`src/htfc_pkg.sv`:
```
// shared constants, types and the crc helper for the humidity/temperature frame converter
package htfc_pkg;

  localparam int NumW     = 26;  // magnitude of (cap - cal_low) * 600
  localparam int DenW     = 16;  // magnitude of cal_high - cal_low
  localparam int DivSteps = NumW;
  localparam int TempW    = 12;
  localparam int CorrW    = 10;
  localparam int HumW     = 10;
  localparam int SumW     = 28;
  localparam int AddrW    = 3;
  localparam int DataW    = 32;

  localparam logic [7:0] CrcPoly = 8'h31;
  localparam logic [7:0] CrcInit = 8'hFF;

  typedef enum logic {
    RegCalHigh = 1'b0,
    RegCalLow  = 1'b1
  } reg_idx_e;

  // sideband carried alongside the divider
  typedef struct packed {
    logic                    t_ok;
    logic                    h_ok;
    logic                    cal_eq;
    logic                    q_neg;
    logic signed [TempW-1:0] temperature;
    logic signed [CorrW-1:0] corr;
  } side_t;

  typedef struct packed {
    logic                    temp_valid;
    logic signed [TempW-1:0] temperature;
    logic                    hum_valid;
    logic [HumW-1:0]         humidity;
    logic                    crc_error;
    logic                    cal_error;
  } res_t;

  function automatic logic [7:0] crc8_byte(input logic [7:0] crc, input logic [7:0] data);
    logic [7:0] c;
    c = crc ^ data;
    for (int k = 0; k < 8; k++) begin
      if (c[7]) begin
        c = {c[6:0], 1'b0} ^ CrcPoly;
      end else begin
        c = {c[6:0], 1'b0};
      end
    end
    return c;
  endfunction

endpackage

```
`src/humidity_temp_frame_convert_unit.sv`:
```
// humidity/temperature frame converter: crc check, temperature scaling, pipelined humidity divide
//
//  channel | signals                                      | direction
//  --------+----------------------------------------------+----------
//  frame   | in_valid_i, in_ready_o, temp_*_i, hum_*_i    | in
//  result  | out_valid_o, out_ready_i, result fields _o   | out
//  config  | psel, penable, pwrite, paddr, pwdata, prdata | apb
//
// one frame a cycle while in_ready_o is high; a result passes from its frame beat through
// the crc and multiply registers, the 26 restoring-divide stages, the final and output registers.
// reset clears the valid bits, the skid flag and both calibration words.
// the whole pipeline moves on one enable; when the output register is held a
// single skid register catches the next result and only then in_ready_o drops.
module humidity_temp_frame_convert_unit (
  input  logic                          clk_i,
  input  logic                          rst_ni,
  input  logic                          in_valid_i,
  output logic                          in_ready_o,
  input  logic [7:0]                    temp_msb_i,
  input  logic [7:0]                    temp_lsb_i,
  input  logic [7:0]                    temp_crc_i,
  input  logic [7:0]                    hum_msb_i,
  input  logic [7:0]                    hum_lsb_i,
  input  logic [7:0]                    hum_crc_i,
  output logic                          out_valid_o,
  input  logic                          out_ready_i,
  output logic                          temp_valid_o,
  output logic signed [htfc_pkg::TempW-1:0] temperature_o,
  output logic                          hum_valid_o,
  output logic [htfc_pkg::HumW-1:0]     humidity_o,
  output logic                          crc_error_o,
  output logic                          cal_error_o,
  input  logic                          psel,
  input  logic                          penable,
  input  logic                          pwrite,
  input  logic [htfc_pkg::AddrW-1:0]    paddr,
  input  logic [htfc_pkg::DataW-1:0]    pwdata,
  output logic [htfc_pkg::DataW-1:0]    prdata,
  output logic                          pready
);
  import htfc_pkg::*;

  localparam int NStg = DivSteps + 3;  // s1, s2, divide stages, final

  // configuration
  logic [15:0] cal_high_q, cal_low_q;
  logic        cfg_wr;

  assign cfg_wr = psel & penable & pwrite;
  assign pready = 1'b1;

  always_ff @(posedge clk_i or negedge rst_ni) begin
    if (!rst_ni) begin
      cal_high_q <= '0;
      cal_low_q  <= '0;
    end else if (cfg_wr) begin
      case (reg_idx_e'(paddr[2]))
        RegCalHigh: cal_high_q <= pwdata[15:0];
        RegCalLow:  cal_low_q  <= pwdata[15:0];
        default: ;
      endcase
    end
  end

  always_comb begin
    case (reg_idx_e'(paddr[2]))
      RegCalHigh: prdata = DataW'(cal_high_q);
      RegCalLow:  prdata = DataW'(cal_low_q);
      default:    prdata = '0;
    endcase
  end

  // pipeline control
  logic            en;
  logic            skid_full_q;
  logic [NStg-1:0] v_q;

  assign en         = !skid_full_q;
  assign in_ready_o = en;

  always_ff @(posedge clk_i or negedge rst_ni) begin
    if (!rst_ni) begin
      v_q <= '0;
    end else if (en) begin
      v_q <= {v_q[NStg-2:0], in_valid_i};
    end
  end

  // stage 1: first crc byte, calibration differences as sign and magnitude
  logic [7:0]      s1_tc_q, s1_hc_q, s1_tlsb_q, s1_hlsb_q, s1_tcrc_q, s1_hcrc_q, s1_tmsb_q;
  logic [DenW-1:0] s1_diff_q, s1_den_q;
  logic            s1_diff_neg_q, s1_den_neg_q, s1_cal_eq_q;
  logic [DenW:0]   diff_d, den_d, diff_abs, den_abs;

  always_comb begin
    diff_d   = {1'b0, hum_msb_i, hum_lsb_i} - {1'b0, cal_low_q};
    den_d    = {1'b0, cal_high_q} - {1'b0, cal_low_q};
    diff_abs = diff_d[DenW] ? ((DenW+1)'(0) - diff_d) : diff_d;
    den_abs  = den_d[DenW] ? ((DenW+1)'(0) - den_d) : den_d;
  end

  always_ff @(posedge clk_i) begin
    if (en) begin
      s1_tc_q       <= crc8_byte(CrcInit, temp_msb_i);
      s1_hc_q       <= crc8_byte(CrcInit, hum_msb_i);
      s1_tmsb_q     <= temp_msb_i;
      s1_tlsb_q     <= temp_lsb_i;
      s1_hlsb_q     <= hum_lsb_i;
      s1_tcrc_q     <= temp_crc_i;
      s1_hcrc_q     <= hum_crc_i;
      s1_diff_q     <= diff_abs[DenW-1:0];
      s1_den_q      <= den_abs[DenW-1:0];
      s1_diff_neg_q <= diff_d[DenW];
      s1_den_neg_q  <= den_d[DenW];
      s1_cal_eq_q   <= (cal_high_q == cal_low_q);
    end
  end

  // stage 2: crc compare, temperature scaling, numerator multiply
  logic signed [15:0] traw;
  logic signed [19:0] tnum, tnum_adj;
  logic [NumW-1:0]    s2_num_q;
  logic [DenW-1:0]    s2_den_q;
  side_t              s2_side_q;

  always_comb begin
    traw     = $signed({s1_tmsb_q, s1_tlsb_q});
    tnum     = 20'sd102400 + 20'(traw) * 20'sd10;
    // round toward zero before the arithmetic shift
    tnum_adj = tnum[19] ? (tnum + 20'sd255) : tnum;
  end

  always_ff @(posedge clk_i) begin
    if (en) begin
      s2_num_q              <= NumW'(s1_diff_q) * NumW'(600);
      s2_den_q              <= s1_den_q;
      s2_side_q.t_ok        <= (crc8_byte(s1_tc_q, s1_tlsb_q) == s1_tcrc_q);
      s2_side_q.h_ok        <= (crc8_byte(s1_hc_q, s1_hlsb_q) == s1_hcrc_q);
      s2_side_q.cal_eq      <= s1_cal_eq_q;
      s2_side_q.q_neg       <= s1_diff_neg_q ^ s1_den_neg_q;
      s2_side_q.temperature <= tnum_adj[19:8];
      s2_side_q.corr        <= '0;
    end
  end

  // temperature correction 25 * (t - 250) / 100 == (t - 250) / 4, toward zero
  logic signed [TempW-1:0] tcx, tcx_adj;
  side_t                   side0;

  always_comb begin
    tcx        = s2_side_q.temperature - TempW'(250);
    tcx_adj    = tcx[TempW-1] ? (tcx + TempW'(3)) : tcx;
    side0      = s2_side_q;
    side0.corr = tcx_adj[TempW-1:2];
  end

  // restoring divider, one quotient bit per stage; quotient shifts into nq
  logic [DenW-1:0] div_rem_q [DivSteps];
  logic [NumW-1:0] div_nq_q  [DivSteps];
  logic [DenW-1:0] div_den_q [DivSteps];
  side_t           div_side_q[DivSteps];

  for (genvar k = 0; k < DivSteps; k++) begin : g_div
    logic [DenW-1:0] rem_in;
    logic [NumW-1:0] nq_in;
    logic [DenW-1:0] den_in;
    side_t           side_in;
    logic [DenW:0]   trial, diff;
    logic            fits;

    if (k == 0) begin : g_first
      assign rem_in  = '0;
      assign nq_in   = s2_num_q;
      assign den_in  = s2_den_q;
      assign side_in = side0;
    end else begin : g_next
      assign rem_in  = div_rem_q[k-1];
      assign nq_in   = div_nq_q[k-1];
      assign den_in  = div_den_q[k-1];
      assign side_in = div_side_q[k-1];
    end

    assign trial = {rem_in, nq_in[NumW-1]};
    assign diff  = trial - {1'b0, den_in};
    assign fits  = (trial >= {1'b0, den_in});

    always_ff @(posedge clk_i) begin
      if (en) begin
        div_rem_q[k]  <= fits ? diff[DenW-1:0] : trial[DenW-1:0];
        div_nq_q[k]   <= {nq_in[NumW-2:0], fits};
        div_den_q[k]  <= den_in;
        div_side_q[k] <= side_in;
      end
    end
  end

  // final stage: sign, offset, correction and clamp
  side_t                  fs;
  logic signed [SumW-1:0] qs, hsum;
  logic [HumW-1:0]        hclamp;
  logic                   hum_ok;
  res_t                   fin_d, fin_q;

  always_comb begin
    fs     = div_side_q[DivSteps-1];
    qs     = $signed(SumW'(div_nq_q[DivSteps-1]));
    if (fs.q_neg) begin
      qs = -qs;
    end
    hsum   = qs + SumW'(300) + SumW'(fs.corr);
    if (hsum > SumW'(1000)) begin
      hclamp = HumW'(999);
    end else if (hsum < 0) begin
      hclamp = '0;
    end else begin
      hclamp = hsum[HumW-1:0];
    end
    hum_ok            = fs.t_ok & fs.h_ok & !fs.cal_eq;
    fin_d.temp_valid  = fs.t_ok;
    fin_d.temperature = fs.t_ok ? fs.temperature : '0;
    fin_d.hum_valid   = hum_ok;
    fin_d.humidity    = hum_ok ? hclamp : '0;
    fin_d.crc_error   = !(fs.t_ok & fs.h_ok);
    fin_d.cal_error   = fs.cal_eq;
  end

  always_ff @(posedge clk_i) begin
    if (en) begin
      fin_q <= fin_d;
    end
  end

  // output register with one skid entry
  res_t out_q, skid_q;
  logic out_valid_q;
  logic take, arrive;

  assign take   = out_valid_q & out_ready_i;
  assign arrive = en & v_q[NStg-1];

  always_ff @(posedge clk_i or negedge rst_ni) begin
    if (!rst_ni) begin
      out_valid_q <= 1'b0;
      skid_full_q <= 1'b0;
    end else if (arrive) begin
      if (!out_valid_q || take) begin
        out_valid_q <= 1'b1;
      end else begin
        skid_full_q <= 1'b1;
      end
    end else if (take) begin
      out_valid_q <= skid_full_q;
      skid_full_q <= 1'b0;
    end
  end

  always_ff @(posedge clk_i) begin
    if (arrive) begin
      if (!out_valid_q || take) begin
        out_q <= fin_q;
      end else begin
        skid_q <= fin_q;
      end
    end else if (take && skid_full_q) begin
      out_q <= skid_q;
    end
  end

  assign out_valid_o   = out_valid_q;
  assign temp_valid_o  = out_q.temp_valid;
  assign temperature_o = out_q.temperature;
  assign hum_valid_o   = out_q.hum_valid;
  assign humidity_o    = out_q.humidity;
  assign crc_error_o   = out_q.crc_error;
  assign cal_error_o   = out_q.cal_error;

  // checks
  a_hum_needs_clean: assert property (@(posedge clk_i) disable iff (!rst_ni)
    out_valid_o && hum_valid_o |-> temp_valid_o && !crc_error_o && !cal_error_o)
    else $error("humidity flagged valid with a crc or calibration fault");

  a_temp_zeroed: assert property (@(posedge clk_i) disable iff (!rst_ni)
    out_valid_o && !temp_valid_o |-> temperature_o == '0 && crc_error_o)
    else $error("temperature not cleared on crc mismatch");

  a_hum_range: assert property (@(posedge clk_i) disable iff (!rst_ni)
    out_valid_o |-> humidity_o <= HumW'(1000))
    else $error("humidity beyond clamp range");

  a_stall_has_result: assert property (@(posedge clk_i) disable iff (!rst_ni)
    !in_ready_o |-> out_valid_o)
    else $error("input stalled with no result waiting");

  a_skid_drains: assert property (@(posedge clk_i) disable iff (!rst_ni)
    out_valid_o && out_ready_i && !in_ready_o |=> in_ready_o)
    else $error("skid entry not drained after output beat");

endmodule

```
`config.mk`:
```
export PLATFORM = sky130hd
export DESIGN_NAME = humidity_temp_frame_convert_unit
export DESIGN_NICKNAME = d
export VERILOG_FILES = /design/src/htfc_pkg.sv /design/src/humidity_temp_frame_convert_unit.sv
export SDC_FILE = /design/constraint.sdc
export NUM_CORES = 2
export LEC_CHECK = 0
export BUFFER_PORTS_ARGS = -buffer_cell sky130_fd_sc_hd__clkbuf_2
export CORE_MARGIN = 4
export CORE_UTILIZATION = 50
export DETAILED_ROUTE_END_ITERATION = 7
export PLACE_DENSITY = 0.66
export SYNTH_ARGS = -nofsm -noshare
export SYNTH_HDL_FRONTEND = slang
export SYNTH_SLANG_ARGS = --single-unit
```
`constraint.sdc`:
```
create_clock -name clk_i -period 120.8 [get_ports clk_i]
set_input_delay 12.08 -clock clk_i [delete_from_list [all_inputs] [get_ports clk_i]]
set_output_delay 12.08 -clock clk_i [all_outputs]
set_load 0.05 [all_outputs]
```
# Yosys cells after proc, flatten, opt, wreduce, memory -nomap -nowiden
# Memory sizes are Yosys's and may differ from the RTL's.
# Index checks and enable logic that the tools add are counted.
# word_totals
reg_bits	287
ram_bits	2184
output_inout_bits	61
elab_cells	289
mem_count	4
# mem_list
name	depth	word_bits	read_ports	rd_clocked_by_memory_dff	write_ports	line_no	text
div_nq_q	26	26	26	0	26	humidity_temp_frame_convert_unit.sv:159	logic [NumW-1:0] div_nq_q [DivSteps];
div_side_q	26	26	26	0	26	humidity_temp_frame_convert_unit.sv:161	side_t div_side_q[DivSteps];
div_den_q	26	16	25	0	26	humidity_temp_frame_convert_unit.sv:160	logic [DenW-1:0] div_den_q [DivSteps];
div_rem_q	26	16	25	0	26	humidity_temp_frame_convert_unit.sv:158	logic [DenW-1:0] div_rem_q [DivSteps];
# op_classes
n_addsub	37
mul	2
n_lt_le_gt_ge	28
n_eq_ne	5
n_mux	106
n_bitwise	46
n_reduce_logical	15
# ops
cell	n
16-bit two-way mux	28
17-bit by 16-bit greater-or-equal comparator with 1-bit output	25
16-bit subtractor	25
8-bit two-way mux	30
6-bit two-way mux	32
3-bit NOT	32
26-bit two-way mux	3
32-bit one-hot mux with 2 select lines	1
16-bit by 16-bit subtractor with 17-bit output	2
1-bit by 16-bit subtractor with 16-bit output (first input constant)	2
28-bit by 10-bit adder with 28-bit output	1
28-bit by 10-bit adder with 28-bit output (second input constant)	1
28-bit by 11-bit greater-than comparator with 1-bit output (second input constant)	1
28-bit by 1-bit less-than comparator with 1-bit output (second input constant)	1
28-bit two-way mux	1
26-bit negation with 28-bit output	1
16-bit by 7-bit multiplier with 23-bit output (second input constant)	1
18-bit by 20-bit adder with 20-bit output (first input constant)	1
20-bit by 9-bit adder with 20-bit output (second input constant)	1
10-bit two-way mux	2
16-bit by 4-bit multiplier with 19-bit output (second input constant)	1
19-bit two-way mux	1
16-bit equality test	1
8-bit equality test	2
19 further kinds	43

# Longest topological paths before layout
# depth
depth_word	26
mapped_depth	23

# Least setup slack after synthesis
# OpenSTA, ideal clock, no wires.
# synth_path
path_type	reg-to-output
startpoint	reg skid_full_q
endpoint	out in_ready_o
arrival_time_ns	44.106
required_ns	108.720
path_slack_ns	64.614
path_stages_with_launch	3
path_cell_list	dfrtp_1 > clkbuf_1 > inv_1
# synth_between
elab_chain_cells	1
# synth_rtl
item	line_no	text
from (decl)	humidity_temp_frame_convert_unit.sv:75	logic skid_full_q;
from (signal assigned)	humidity_temp_frame_convert_unit.sv:244	skid_full_q <= 1'b0;
from (signal assigned)	humidity_temp_frame_convert_unit.sv:249	skid_full_q <= 1'b1;
from (signal assigned)	humidity_temp_frame_convert_unit.sv:253	skid_full_q <= 1'b0;
1-bit logical NOT	humidity_temp_frame_convert_unit.sv:78	assign en = !skid_full_q;
to (decl)	humidity_temp_frame_convert_unit.sv:18	output logic in_ready_o,
# No other way between the ends.

# Final worst setup path
# layout_path
startpoint	in paddr[2] (netlist bit)
endpoint	out prdata[6] (netlist bit)
# layout_between
elab_chain_cells	2
# layout_rtl
item	line_no	text
from (decl)	humidity_temp_frame_convert_unit.sv:36	input logic [htfc_pkg::AddrW-1:0] paddr,
1-bit NOT (no source line)	n/a	
32-bit one-hot mux with 2 select lines *	humidity_temp_frame_convert_unit.sv:66	case (reg_idx_e'(paddr[2]))
to (decl)	humidity_temp_frame_convert_unit.sv:38	output logic [htfc_pkg::DataW-1:0] prdata,
# Every way passes the cells marked *; elsewhere a longest branch is shown, timed or not. The select of a mux whose other input is x is not followed.

==> impl_metrics.csv <==
group,metric,value,unit
worst_setup_path,cp_cell_sequence,"clkbuf_2, mux2_2, clkbuf_2",
clocking,path_clk_slew,60,ps
worst_setup_path,crit_start,"paddr[2]",
layout,syn_to_final_growth,11.2,%
die,fp.dieArea,213000,um2
worst_setup_path,cp_top_family,"buffers and inverters",
synth,synth_top_family_by_area,"adder cells",
timing,tightest_slew,1220,ps
timing,setup_violations,0,
global_routing,grt_max_degree,185,
clocking,htreeDepth,4,
detailed_routing,wirelength,157000,um
global_routing,grt_pass1_wl,259000,um
worst_setup_path,cp_num_buf_inv,2,
timing,holdWs,380,ps
clocking,cts.sinks,2367,
synth,ys_warn_count,0,
synth,synth-adder-area-share,0.0812,
clocking,worstSkewPairLatency,850,ps
detailed_routing,drtPass1Iterations,6,
worst_setup_path,cp_slowest_cell,"mux2_2",
global_routing,use_met3,0.0259,
pwr,ir_worst_vdd,0.0150,mV
worst_setup_path,r2r-start,"skid_full_q",
synth,synthesis.area,103000,um2
pwr,power,1.66,mW
worst_setup_path,cp_max_fo,19,
synth,yosys.area_share.simple,0.0599,
detailed_routing,post-route-drc-count,0,
global_routing,gr-max-usage-layer,"met2",
worst_setup_path,worstPathArrival,13130,ps
placement,place_congestion,0.877,
global_routing,grt-ovfl-total,0,
clocking,post_cts_buffers,0,
synth,synth_xor_area_frac,0.0413,
detailed_routing,ant_nets,0,
global_routing,grtUsageMet2,0.274,
worst_setup_path,path_class,"input port to output pin",
detailed_routing,vias,53702,
layout,mostFrequentLayoutCell,"edfxtp_1",
layout,layout-drive-gt1-share,0.0946,
timing,fin_ws,95590,ps
clocking,cts_made_buffers,227,
timing,slew-limit-headroom,0.183,
die,die_w,461,um
synth,synth-edff-count,2304,
synth,ys_ff_latch,2367,
worst_hold_path,min_from,"div_nq_q[0][105]",
worst_hold_path,min_path_type,"flop to flop",
synth,syn_avg_cell_area,14.5,um2
synth,synthCells,7099,
die,rows,166,
pwr,power_density,14.5,nW/um2
detailed_routing,viasPerCell,5.22,
detailed_routing,drtIter0Drc,2830,
worst_setup_path,end_kind,"output pin",
synth,synthTopCellsByArea,"edfxtp_1 (67%), ha_1 (7.1%), xnor2_1 (2.8%)",
global_routing,grt_usage,0.147,
placement,place_ws,95600,ps
clocking,clockBufferDepth,3,
clocking,cts_tree,"built",
layout,final_cell_mix,"edfxtp_1 (2304), inv_1 (694), ha_1 (584)",
clocking,clockRootBuffer,"clkbuf_16",
layout,nets,8119,
synth,yosysSeqAreaShare,0.689,
job,drv_cap,0,
worst_setup_path,crit_path_start_kind,"input port",
die,core_region_area,205000,um2
global_routing,met1_usage,0.163,
worst_setup_path,cp_common_cell,"clkbuf_2",
die,io_pins,151,
synth,synth_ff_type,"edfxtp_1",
clocking,cts_hold_buf,0,
timing,hold_viol,0,
timing,fin_crit_sh,0.209,
worst_setup_path,max_stage_delay,410,ps
detailed_routing,wl_per_cell,15.2,um
timing,drv_slew,0,
synth,synthMuxAreaShare,0.0174,
synth,synth-compound-area-share,0.0809,
timing,fmax,0.0397,GHz
run_status,outcome,"completed",
global_routing,grt_pass1_vias,54383,
die,fp.dieH,461,um
timing,min_period,25210,ps
layout,final_cells,10279,
placement,placed_cells_incl_taps,9853,
synth,synth.top_cell.area_share,0.674,
synth,yosys.area.top_type,"edfxtp_1",
synth,yosysUniqueCellTypes,73,
synth,synth-async-reset-ratio,0.0266,
pwr,p_leak,43.2,nW
clocking,cts-resized-gates,0,
global_routing,antenna_found_initial,2,
worst_setup_path,worstPathRequired,108720,ps
timing,fin_tns_setup,0,ps
die,start_util,0.502,
timing,skew,60.4,ps
placement,dp_hpwl,109000,um
placement,io_buffers,115,
timing,rsz0062_at_grt,"no",
synthesized netlist by cell type (all sizes together) (16+ instances only):
cell	count
nor2	358
clkbuf	93
mux2	143
and3	26
o31ai	56
xnor2	331
nand4	99
a21boi	27
or2	20
edfxtp	2304
a21o	143
dfrtp	63
ha	584
a211o	20
o21a	86
o21ai	371
nor4	38
a31oi	41
o21bai	42
o41ai	33
mux2i	18
and2	23
a2111oi	16
a21oi	413
nor2b	75
xor2	153
nor3	88
nand2b	54
or3	22
buf	23
inv	695
nand2	382
nand3	53
a211oi	30
fa	51
sequential cells by signal (all words and copies together), names as in the netlist, 23 cells and up:
name	cells
div_den_q	400
skid_q	26
v_q	29
div_rem_q	400
g_div.nq_in	23
fin_q	26
div_side_q	676
div_nq_q	604
layer usage:
layer  share of wire  vias up
li1                -    26815
met1            0.39    25618
met2            0.53      886
met3           0.035      383
met4           0.042        0
met5               0        -
worst paths after layout:
| path | to | slack, ps | cells past startpoint |
|---|---|---|---|
| worst min-delay path | div_nq_q[0][132] | 380 | 0 |
| worst min register to register | div_nq_q[0][132] | 380 | 0 |
| worst max-delay path | prdata[6] | 95590 | 3 |
| min in group asynchronous | cal_high_q[15] | 11400 | 1 |
| worst max register to register | div_rem_q[0][85] | 114430 | 7 |
| max in group asynchronous | out_valid_o | 108640 | 1 |
where the power goes:
part | switching (mW) | internal [mW] | total (mW)
Combinational | 0.0421 | 0.0262 | 0.0683
Clock | 0.298 | 0.396 | 0.693
Sequential | 0.00218 | 0.894 | 0.896
Total | 0.342 | 1.32 | 1.66
cell type report:
type | instances | area (um2)
Antenna cell | 1 | 2.50
Clock buffer | 264 | 5830
Clock inverter | 161 | 1650
Fill cell | 15898 | 90300
Inverter | 696 | 2620
Multi-Input combinational cell | 3935 | 29000
Sequential cell | 2367 | 70800
Tap cell | 2688 | 3360
Timing Repair Buffer | 167 | 993
through the flow:
stage	instance area, um2	utilization
2_1_floorplan	103000	-
5_1_grt	114000	0.558
3_3_place_gp	107000	0.522
6_report	114000	0.558
4_1_cts	114000	0.558
3_5_place_dp	107000	0.522
cells by family after synthesis:
| family | count (synthesis) |
|---|---|
| buffers and inverters | 812 |
| other | 2 |
| AOI/OAI and AO/OA | 1349 |
| adders and majority gates | 636 |
| and+or+nand+nor | 1288 |
| muxes | 161 |
| DFF | 2367 |
| xor gates and xnor gates | 484 |
(Power assumes the default switching activity.)
